[config.mk]
export PLATFORM = sky130hd
export DESIGN_NAME = touch_four_point_calibrator_top
export DESIGN_NICKNAME = d
export VERILOG_FILES = /design/src/hw/rtl/tfpc_pkg.sv /design/src/hw/rtl/tfpc_div.sv /design/src/hw/rtl/tfpc_ctrl.sv /design/src/hw/rtl/tfpc_datapath.sv /design/src/hw/rtl/touch_four_point_calibrator_top.sv
export SDC_FILE = /design/constraint.sdc
export NUM_CORES = 1
export LEC_CHECK = 0
export ABC_AREA = 0
export ABC_CLOCK_PERIOD_IN_PS = 5700
export BUFFER_PORTS_ARGS = -buffer_cell sky130_fd_sc_hd__buf_4
export CAP_MARGIN = 15
export CORE_MARGIN = 1
export CORE_UTILIZATION = 40
export DETAILED_ROUTE_END_ITERATION = 16
export PLACE_DENSITY = 0.56
export SYNTH_ARGS = -nofsm -noshare
export SYNTH_HDL_FRONTEND = slang
export SYNTH_SLANG_ARGS = --single-unit
[constraint.sdc]
create_clock -name clk -period 5.7 [get_ports clk]
set_input_delay 0 -clock clk [delete_from_list [all_inputs] [get_ports clk]]
set_output_delay 0 -clock clk [all_outputs]
set_load 0.03 [all_outputs]
[src/hw/rtl/tfpc_pkg.sv]
`default_nettype none

package tfpc_pkg;

	localparam int RAW_W        = 12;
	localparam int CORNERS      = 4;
	localparam int CORNER_W     = 3;
	localparam int PROD_W       = 25;
	localparam int MAG_W        = 24;
	localparam int S_DATA_W     = 32;
	localparam int S_USER_W     = 2;
	localparam int M_DATA_W     = 32;
	localparam int SCREEN_W_DEF = 320;
	localparam int SCREEN_H_DEF = 240;

	typedef enum logic [1:0] {
		CMD_XFORM = 2'd0,
		CMD_START = 2'd1,
		CMD_POLL  = 2'd2,
		CMD_CLEAR = 2'd3
	} cmd_t;

	typedef enum logic [2:0] {
		ST_IDLE,
		ST_EXEC,
		ST_MUL,
		ST_DIV,
		ST_OUT
	} state_t;

	typedef struct packed {
		logic load_in;
		logic start_mul;
		logic start_div;
		logic commit;
		logic emit_xform;
	} ctrl_cmd_t;

	typedef struct packed {
		logic calc;
		logic div_done;
		logic out_free;
	} dp_status_t;

endpackage

`default_nettype wire

[src/hw/rtl/tfpc_div.sv]
`default_nettype none

module tfpc_div
	import tfpc_pkg::*;
#(
	parameter int N_W = MAG_W,
	parameter int D_W = RAW_W
) (
	input  wire logic           clk,
	input  wire logic           arst_n,
	input  wire logic           start,
	input  wire logic [N_W-1:0] dividend,
	input  wire logic [D_W-1:0] divisor,
	output logic                busy,
	output logic [N_W-1:0]      quotient
);

	localparam int CNT_W = $clog2(N_W + 1);

	logic [D_W-1:0]   rem_q;
	logic [N_W-1:0]   quo_q;
	logic [D_W-1:0]   div_q;
	logic [CNT_W-1:0] cnt_q;
	logic             busy_q;
	logic [D_W:0]     rem_sh;
	logic [D_W:0]     rem_nx;
	logic             ge;

	assign rem_sh = {rem_q, quo_q[N_W-1]};
	assign ge     = rem_sh >= {1'b0, div_q};
	assign rem_nx = ge ? rem_sh - {1'b0, div_q} : rem_sh;

	always_ff @(posedge clk or negedge arst_n) begin
		if (!arst_n) begin
			busy_q <= 1'b0;
			cnt_q  <= '0;
		end else if (start) begin
			busy_q <= 1'b1;
			cnt_q  <= CNT_W'(N_W);
		end else if (busy_q) begin
			cnt_q <= cnt_q - CNT_W'(1);
			if (cnt_q == CNT_W'(1)) begin
				busy_q <= 1'b0;
			end
		end
	end

	always_ff @(posedge clk) begin
		if (start) begin
			rem_q <= '0;
			quo_q <= dividend;
			div_q <= divisor;
		end else if (busy_q) begin
			rem_q <= rem_nx[D_W-1:0];
			quo_q <= {quo_q[N_W-2:0], ge};
		end
	end

	assign busy     = busy_q;
	assign quotient = quo_q;

endmodule

`default_nettype wire

[src/hw/rtl/tfpc_ctrl.sv]
`default_nettype none

module tfpc_ctrl
	import tfpc_pkg::*;
(
	input  wire logic       clk,
	input  wire logic       arst_n,
	input  wire logic       s_tvalid,
	output logic            s_tready,
	input  wire dp_status_t status,
	output ctrl_cmd_t       cmd
);

	state_t state_q;
	state_t state_nx;

	always_ff @(posedge clk or negedge arst_n) begin
		if (!arst_n) begin
			state_q <= ST_IDLE;
		end else begin
			state_q <= state_nx;
		end
	end

	always_comb begin
		state_nx = state_q;
		unique case (state_q)
			ST_IDLE: begin
				if (s_tvalid) state_nx = ST_EXEC;
			end
			ST_EXEC: begin
				if (status.calc) state_nx = ST_MUL;
				else if (status.out_free) state_nx = ST_IDLE;
			end
			ST_MUL: state_nx = ST_DIV;
			ST_DIV: begin
				if (status.div_done) state_nx = ST_OUT;
			end
			ST_OUT: begin
				if (status.out_free) state_nx = ST_IDLE;
			end
			default: state_nx = ST_IDLE;
		endcase
	end

	always_comb begin
		cmd      = '0;
		s_tready = 1'b0;
		unique case (state_q)
			ST_IDLE: begin
				s_tready    = 1'b1;
				cmd.load_in = s_tvalid;
			end
			ST_EXEC: begin
				cmd.start_mul = status.calc;
				cmd.commit    = !status.calc && status.out_free;
			end
			ST_MUL: cmd.start_div = 1'b1;
			ST_DIV: ;
			ST_OUT: cmd.emit_xform = status.out_free;
			default: ;
		endcase
	end

endmodule

`default_nettype wire

[src/hw/rtl/tfpc_datapath.sv]
`default_nettype none

module tfpc_datapath
	import tfpc_pkg::*;
#(
	parameter int SCREEN_W = SCREEN_W_DEF,
	parameter int SCREEN_H = SCREEN_H_DEF
) (
	input  wire logic                clk,
	input  wire logic                arst_n,
	input  wire ctrl_cmd_t           cmd,
	output dp_status_t               status,
	input  wire logic [S_DATA_W-1:0] s_tdata,
	input  wire logic [S_USER_W-1:0] s_tuser,
	output logic                     m_tvalid,
	input  wire logic                m_tready,
	output logic [M_DATA_W-1:0]      m_tdata
);

	localparam logic [RAW_W-1:0] SIZE_X = RAW_W'(SCREEN_W);
	localparam logic [RAW_W-1:0] SIZE_Y = RAW_W'(SCREEN_H);

	typedef struct packed {
		logic [RAW_W-1:0] val;
		logic             clamp;
		logic             err;
	} axis_t;

	function automatic axis_t axis_fix(input logic [MAG_W-1:0] q, input logic neg,
			input logic zero, input logic [RAW_W-1:0] size);
		axis_t r;
		r = '0;
		priority if (zero) begin
			r.err = 1'b1;
		end else if (neg) begin
			r.clamp = q != '0;
		end else if (q >= MAG_W'(size)) begin
			r.val   = size - RAW_W'(1);
			r.clamp = 1'b1;
		end else begin
			r.val = q[RAW_W-1:0];
		end
		return r;
	endfunction

	cmd_t             cmd_q;
	logic [RAW_W-1:0] sx_q, sy_q;
	logic             pr_q, cc_q;

	logic [RAW_W-1:0]    left_q, right_q, top_q, bottom_q;
	logic                ok_q;
	logic [CORNER_W-1:0] corner_q;
	logic                rw_q, prev_q;
	logic [2*RAW_W-1:0]  samp_q [CORNERS];

	logic [RAW_W-1:0]    left_nx, right_nx, top_nx, bottom_nx;
	logic                ok_nx, rw_nx, prev_nx, done_nx, capture;
	logic [CORNER_W-1:0] corner_nx, corner_inc;
	logic [RAW_W:0]      sum_l, sum_r, sum_t, sum_b;

	logic signed [RAW_W:0]    diff_x, diff_y, span_x, span_y;
	logic signed [PROD_W:0]   prod_xf, prod_yf;
	logic signed [PROD_W-1:0] prod_x_q, prod_y_q;
	logic signed [RAW_W:0]    span_x_q, span_y_q;
	logic [PROD_W-1:0]        mag_x, mag_y;
	logic [RAW_W:0]           smag_x, smag_y;
	logic [MAG_W-1:0]         q_x, q_y;
	logic                     busy_x, busy_y;
	axis_t                    ax_x, ax_y;

	logic                out_valid_q;
	logic [M_DATA_W-1:0] out_q;
	logic [RAW_W-1:0]    ox, oy;
	logic                oclamp, oerr;

	always_ff @(posedge clk) begin
		if (cmd.load_in) begin
			cmd_q <= cmd_t'(s_tuser[1:0]);
			sx_q  <= s_tdata[RAW_W-1:0];
			sy_q  <= s_tdata[2*RAW_W-1:RAW_W];
			pr_q  <= s_tdata[2*RAW_W];
			cc_q  <= s_tdata[2*RAW_W+1];
		end
	end

	// calibration state update
	assign corner_inc = corner_q + CORNER_W'(1);
	assign sum_l = {1'b0, samp_q[0][RAW_W-1:0]} + {1'b0, samp_q[3][RAW_W-1:0]};
	assign sum_r = {1'b0, samp_q[1][RAW_W-1:0]} + {1'b0, samp_q[2][RAW_W-1:0]};
	assign sum_t = {1'b0, samp_q[0][2*RAW_W-1:RAW_W]} + {1'b0, samp_q[1][2*RAW_W-1:RAW_W]};
	assign sum_b = {1'b0, samp_q[2][2*RAW_W-1:RAW_W]} + {1'b0, samp_q[3][2*RAW_W-1:RAW_W]};

	always_comb begin
		left_nx   = left_q;
		right_nx  = right_q;
		top_nx    = top_q;
		bottom_nx = bottom_q;
		ok_nx     = ok_q;
		corner_nx = corner_q;
		rw_nx     = rw_q;
		prev_nx   = prev_q;
		done_nx   = 1'b0;
		capture   = 1'b0;
		unique case (cmd_q)
			CMD_XFORM: ;
			CMD_START: begin
				ok_nx     = 1'b0;
				corner_nx = '0;
				rw_nx     = 1'b0;
				prev_nx   = 1'b0;
			end
			CMD_POLL: begin
				if (!corner_q[CORNER_W-1]) begin
					priority if (rw_q) begin
						if (!pr_q) begin
							rw_nx     = 1'b0;
							corner_nx = corner_inc;
							if (corner_inc == CORNER_W'(CORNERS)) begin
								left_nx   = sum_l[RAW_W:1];
								right_nx  = sum_r[RAW_W:1];
								top_nx    = sum_t[RAW_W:1];
								bottom_nx = sum_b[RAW_W:1];
								ok_nx     = 1'b1;
								done_nx   = 1'b1;
							end
						end
					end else if (pr_q && cc_q && !prev_q) begin
						capture = 1'b1;
						rw_nx   = 1'b1;
					end else begin
					end
					prev_nx = pr_q;
				end
			end
			CMD_CLEAR: ok_nx = 1'b0;
			default: ;
		endcase
	end

	always_ff @(posedge clk or negedge arst_n) begin
		if (!arst_n) begin
			left_q   <= '0;
			right_q  <= '0;
			top_q    <= '0;
			bottom_q <= '0;
			ok_q     <= 1'b0;
			corner_q <= CORNER_W'(CORNERS);
			rw_q     <= 1'b0;
			prev_q   <= 1'b0;
		end else if (cmd.commit) begin
			left_q   <= left_nx;
			right_q  <= right_nx;
			top_q    <= top_nx;
			bottom_q <= bottom_nx;
			ok_q     <= ok_nx;
			corner_q <= corner_nx;
			rw_q     <= rw_nx;
			prev_q   <= prev_nx;
		end
	end

	always_ff @(posedge clk) begin
		if (cmd.commit && capture) begin
			samp_q[corner_q[1:0]] <= {sy_q, sx_q};
		end
	end

	// transform: product, then one divider per axis on magnitudes
	assign diff_x  = $signed({1'b0, sx_q}) - $signed({1'b0, left_q});
	assign diff_y  = $signed({1'b0, sy_q}) - $signed({1'b0, top_q});
	assign span_x  = $signed({1'b0, right_q}) - $signed({1'b0, left_q});
	assign span_y  = $signed({1'b0, bottom_q}) - $signed({1'b0, top_q});
	assign prod_xf = diff_x * $signed({1'b0, SIZE_X});
	assign prod_yf = diff_y * $signed({1'b0, SIZE_Y});

	always_ff @(posedge clk) begin
		if (cmd.start_mul) begin
			prod_x_q <= prod_xf[PROD_W-1:0];
			prod_y_q <= prod_yf[PROD_W-1:0];
			span_x_q <= span_x;
			span_y_q <= span_y;
		end
	end

	assign mag_x  = prod_x_q[PROD_W-1] ? PROD_W'(-prod_x_q) : PROD_W'(prod_x_q);
	assign mag_y  = prod_y_q[PROD_W-1] ? PROD_W'(-prod_y_q) : PROD_W'(prod_y_q);
	assign smag_x = span_x_q[RAW_W] ? (RAW_W+1)'(-span_x_q) : (RAW_W+1)'(span_x_q);
	assign smag_y = span_y_q[RAW_W] ? (RAW_W+1)'(-span_y_q) : (RAW_W+1)'(span_y_q);

	tfpc_div #(.N_W(MAG_W), .D_W(RAW_W)) u_div_x (
		.clk      (clk),
		.arst_n   (arst_n),
		.start    (cmd.start_div),
		.dividend (mag_x[MAG_W-1:0]),
		.divisor  (smag_x[RAW_W-1:0]),
		.busy     (busy_x),
		.quotient (q_x)
	);

	tfpc_div #(.N_W(MAG_W), .D_W(RAW_W)) u_div_y (
		.clk      (clk),
		.arst_n   (arst_n),
		.start    (cmd.start_div),
		.dividend (mag_y[MAG_W-1:0]),
		.divisor  (smag_y[RAW_W-1:0]),
		.busy     (busy_y),
		.quotient (q_y)
	);

	assign ax_x = axis_fix(q_x, prod_x_q[PROD_W-1] ^ span_x_q[RAW_W], span_x_q == '0, SIZE_X);
	assign ax_y = axis_fix(q_y, prod_y_q[PROD_W-1] ^ span_y_q[RAW_W], span_y_q == '0, SIZE_Y);

	// result register
	always_comb begin
		ox     = '0;
		oy     = '0;
		oclamp = 1'b0;
		oerr   = 1'b0;
		if (cmd.emit_xform) begin
			ox     = ax_x.val;
			oy     = ax_y.val;
			oclamp = ax_x.clamp | ax_y.clamp;
			oerr   = ax_x.err | ax_y.err;
		end else if (cmd_q == CMD_XFORM) begin
			ox = sx_q;
			oy = sy_q;
		end
	end

	always_ff @(posedge clk or negedge arst_n) begin
		if (!arst_n) begin
			out_valid_q <= 1'b0;
		end else if (cmd.commit || cmd.emit_xform) begin
			out_valid_q <= 1'b1;
		end else if (m_tready) begin
			out_valid_q <= 1'b0;
		end
	end

	always_ff @(posedge clk) begin
		if (cmd.commit || cmd.emit_xform) begin
			out_q <= {done_nx, rw_nx, corner_nx, ok_nx, oerr, oclamp, oy, ox};
		end
	end

	assign m_tvalid        = out_valid_q;
	assign m_tdata         = out_q;
	assign status.calc     = (cmd_q == CMD_XFORM) && ok_q;
	assign status.div_done = !busy_x && !busy_y;
	assign status.out_free = !out_valid_q || m_tready;

endmodule

`default_nettype wire

[src/hw/rtl/touch_four_point_calibrator_top.sv]
// Channel   Dir  Handshake          Payload
// s_*       in   s_tvalid/s_tready  tdata: sample_x, sample_y, pressed, contact_count
//                                   tuser: command
// m_*       out  m_tvalid/m_tready  tdata: screen_x, screen_y, was_clamped, span_error,
//                                   bounds_valid, corner_index, awaiting_release,
//                                   calibration_done
//
// One item at a time. Calibration commands and transforms without valid bounds
// give their result from the execute state into the output register. A transform
// with valid bounds passes the per-axis product register, 24 steps of the
// radix-2 dividers, one per axis, and the output state before its result is given.
// Reset clears the bounds, the valid flag and the run state; corner index reads 4.
// While a result waits, the next item is taken and holds until the register frees.
`default_nettype none

module touch_four_point_calibrator_top
	import tfpc_pkg::*;
#(
	parameter int SCREEN_W = SCREEN_W_DEF,
	parameter int SCREEN_H = SCREEN_H_DEF
) (
	input  wire logic                clk,
	input  wire logic                arst_n,
	input  wire logic                s_tvalid,
	output logic                     s_tready,
	// [11:0] sample_x, [23:12] sample_y, [24] pressed, [25] contact_count
	input  wire logic [S_DATA_W-1:0] s_tdata,
	// [1:0] command
	input  wire logic [S_USER_W-1:0] s_tuser,
	output logic                     m_tvalid,
	input  wire logic                m_tready,
	// [11:0] screen_x, [23:12] screen_y, [24] was_clamped, [25] span_error,
	// [26] bounds_valid, [29:27] corner_index, [30] awaiting_release,
	// [31] calibration_done
	output logic [M_DATA_W-1:0]      m_tdata
);

	ctrl_cmd_t  cmd;
	dp_status_t status;

	tfpc_ctrl u_ctrl (
		.clk      (clk),
		.arst_n   (arst_n),
		.s_tvalid (s_tvalid),
		.s_tready (s_tready),
		.status   (status),
		.cmd      (cmd)
	);

	tfpc_datapath #(
		.SCREEN_W (SCREEN_W),
		.SCREEN_H (SCREEN_H)
	) u_datapath (
		.clk      (clk),
		.arst_n   (arst_n),
		.cmd      (cmd),
		.status   (status),
		.s_tdata  (s_tdata),
		.s_tuser  (s_tuser),
		.m_tvalid (m_tvalid),
		.m_tready (m_tready),
		.m_tdata  (m_tdata)
	);

	a_done_sets_valid: assert property (@(posedge clk) disable iff (!arst_n)
		m_tvalid && m_tdata[31] |-> m_tdata[26] && m_tdata[29:27] == 3'd4)
		else $error("calibration done without valid bounds or idle corner");

	a_release_in_run: assert property (@(posedge clk) disable iff (!arst_n)
		m_tvalid && m_tdata[30] |-> !m_tdata[29])
		else $error("release wait outside a calibration run");

	a_flags_need_bounds: assert property (@(posedge clk) disable iff (!arst_n)
		m_tvalid && (m_tdata[24] || m_tdata[25]) |-> m_tdata[26])
		else $error("clamp or span flag without valid bounds");

	a_corner_range: assert property (@(posedge clk) disable iff (!arst_n)
		m_tvalid |-> m_tdata[29:27] <= 3'd4)
		else $error("corner index out of range");

endmodule

`default_nettype wire
==> flow_metrics.env <==
export IMPL_yosysMostFrequentCell="edfxtp_1"
export IMPL_min_period_over_period=0.938
export IMPL_antenna_found_initial=0
export IMPL_crit_family="adder cells"
export IMPL_max_cap_violations=0
export IMPL_io_buffers=65
export IMPL_cp_required_ns=6.03
export IMPL_path_clk_slew_ns=0.07
export IMPL_synth_seq_cells=383
export IMPL_area_delta_synth_final_pct=13.8
export IMPL_drt_first_pass_iters=5
export IMPL_irDropWorstVdd_mv=0.353
export IMPL_path_class="reg -> reg"
export IMPL_placed_area_mm2=0.0231
export IMPL_power_density_mw_per_mm2=405
export IMPL_num_vias=14569
export IMPL_core_mm2=0.0539
export IMPL_start_kind="flip-flop"
export IMPL_synth_top_area_cell="edfxtp_1"
export IMPL_final_layout_size_suffix_gt1_frac=0.0881
export IMPL_synth_edff_count=289
export IMPL_yosysSeqAreaShare=0.500
export IMPL_start_util=0.405
export IMPL_htree_levels=2
export IMPL_rsz0062_at_grt="no"
export IMPL_dieArea_mm2=0.0555
export IMPL_syn_area_mm2=0.0218
export IMPL_drcViolationCount=0
export IMPL_synth_top_area_share=0.397
export IMPL_synth_nets=2241
export IMPL_reg2reg_slack_ns=0.36
export IMPL_grt_overflow_total=0
export IMPL_setup_viol=0
export IMPL_status="complete, no violations"
export IMPL_path_max_fanout=4
export IMPL_ys_top_cells_by_area="edfxtp_1, ha_1, dfrtp_1"
export IMPL_grt_first_pass_wirelength_um=73700
export IMPL_io_pins=72
export IMPL_total_leakage_power_nw=10.1
export IMPL_detail_route_wl_per_cell_um=15.9
export IMPL_drt_iter0_drc=766
export IMPL_arrival_ns=5.67
export IMPL_grt_usage=0.164
export IMPL_clock_latency_ns=0.57
export IMPL_yosysWarnings=0
export IMPL_finalMaxSlewViolations=0
export IMPL_synthFlopType="edfxtp_1"
export IMPL_max_clock_path_buffers=3
export IMPL_cts_buffers_inserted=43
export IMPL_worstMarginPinSlew_ns=1.05
export IMPL_hold_viol_final=0
export IMPL_multi_input_area_mm2=0.0101
export IMPL_cp_end_kind="flip-flop"
export IMPL_post_dp_hpwl_um=33700
export IMPL_cts_tree="yes"
export IMPL_fin_setup_tns_ns=0
export IMPL_final_cell_area_mm2=0.0249
export IMPL_postCtsSetupRepairBufs=0
export IMPL_synth_cells=1984
export IMPL_grt_pass1_vias=14499
export IMPL_grt_max_degree=72
export IMPL_ys_types=76
export IMPL_ant_nets=0
export IMPL_synth_common_cells="edfxtp_1, nand2_1, ha_1, inv_1, o21ai_0"
export IMPL_critPathMaxStageDelay_ns=0.51
export IMPL_fin_nets=2358
export IMPL_skew_ns=0.0197
export IMPL_cts_sinks=383
export IMPL_min_path_type="in -> async"
export IMPL_slew_headroom=0.300
export IMPL_wirelength_um=45100
export IMPL_crit_buf_inv=3
export IMPL_fillCellCount=4836
export IMPL_cp_cell_sequence="ha_1 > fa_1 > nand2b_1 > a21oi_1 > o21ai_0 > nor2b_1 > xor2_1 > inv_1 > ha_1 > inv_1 > fa_1 > fa_1 > inv_1 > ha_1 > or3_1 > o21bai_1 > a41o_1 > o22a_1 > mux2i_1 > a21oi_1 > xnor2_1"
export IMPL_syn_area_per_cell_um2=11.0
export IMPL_die_h_um=236
export IMPL_seqCellArea_mm2=0.0109
export IMPL_fp_dieW_um=236
export IMPL_place_congestion=0.853
export IMPL_max_freq_ghz=0.187
export IMPL_min_period_ns=5.34
export IMPL_ys_async_sr_fraction=0.183
export IMPL_slowest_stage="fa_1"
export IMPL_viasPerCell=5.15
export IMPL_diodes=0
export IMPL_num_rows=85
export IMPL_root_buffer="clkbuf_16"
metal layers:
metal	track usage	up-vias	part of all wire
li1	-	7375	-
met1	0.229	6909	0.50
met2	0.263	211	0.45
met3	0.0231	74	0.033
met4	0.0537	0	0.024
met5	0	-	0
registers in the layout, summed over array words and instances, names as in the netlist, 13 cells and up:
signal and flops:
u_datapath.prod_y_q 18, u_datapath.span_y_q 13, u_datapath.u_div_x.quotient 24, u_datapath.u_div_y.quotient 24, u_datapath.prod_x_q 17, u_datapath.m_tdata 32
u_datapath.span_x_q 13, u_datapath.samp_q 96
through the flow:
stage | util | hold WS (ns) | setup slack [ns] | instances | power [mW]
global placement | 0.429 | 0.178 | 0.423 | 2721 | 7.27
floorplan | - | -0.296 | 0.713 | 1984 | 6.43
CTS | 0.461 | 0.113 | 0.255 | 2831 | 10.2
detailed placement | 0.429 | 0.179 | 0.328 | 2721 | 7.33
global route | 0.461 | 0.137 | 0.0219 | 2831 | 10.8
finish | 0.461 | 0.101 | 0.356 | 2831 | 10.1
cells by family after synthesis:
| group | after synthesis | synth area share |
|---|---|---|
| adder cells (fa/ha/maj) | 219 | 0.135 |
| flip-flops | 383 | 0.500 |
| buffers and inverters | 214 | 0.0380 |
| AND/OR/NAND/NOR | 524 | 0.115 |
| multiplexers | 31 | 0.0150 |
| XOR/XNOR | 177 | 0.0710 |
| AO/OA/AOI/OAI | 436 | 0.126 |
cell usage in the layout (no fill, tap or decap), drive strengths merged, types with 7 or more instances in the layout:
master       Yosys  final
o41ai           15     15
o31ai           28     28
a21o            28     28
buf              8     80
ha             190    190
mux2i           17     17
o21a            15     15
nand3b           7      7
or3             10     10
clkbuf          31     59
and2            18     18
xor2            76     76
inv            175    175
and3            20     20
fa              29     29
a21oi           94     94
edfxtp         289    289
o21ai          169    169
nor2           108    108
dfrtp           69     69
nand2b          19     19
clkinv           0     15
nand3           23     23
nand4           10     10
mux2            14     14
nor2b           25     25
a31oi           10     10
dlygate4sd3      0     31
dfxtp           24     24
xnor2          101    101
nor4            20     20
o21bai          10     10
nand2          203    203
o211ai           9      9
or4              7      7
a211oi          10     10
nor3            36     36
worst paths after layout:
kind | to | cells after the start | startpoint
hold reg to reg | u_datapath.u_div_x.rem_q[11] | 2 | u_datapath.u_div_x.rem_q[11]
min in group clk | u_datapath.sy_q[5] | 2 | s_tdata[17]
max in group asynchronous | u_datapath.left_q[2] | 2 | arst_n
hold / removal | u_datapath.corner_q[1] | 2 | arst_n
setup / recovery | u_datapath.prod_y_q[20] | 21 | u_datapath.top_q[0]
setup reg to reg | u_datapath.prod_y_q[20] | 21 | u_datapath.top_q[0]
cell type report:
cell class	instances	area share
Clock buffer	59	0.0482
Clock inverter	20	0.00820
Inverter	175	0.0264
Multi-Input combinational cell	1387	0.407
Sequential cell	383	0.439
Tap cell	696	0.0350
Timing Repair Buffer	111	0.0366
where the power goes:
group	leakage (nW)	switching (mW)	internal [mW]	total, mW
combinational	5.62	2.10	1.67	3.77
clock	0.694	1.11	1.65	2.77
sequential	3.82	0.117	3.42	3.54
total	10.1	3.33	6.74	10.1
timing repair:
item | in CTS | in global routing
hold endpoints to repair | 100 | 0
endpoints found under the setup margin | 0 | 2
gates resized for setup | 0 | 3
hold buffers | 31 | 0
Power figures use the tool's default switching activity.
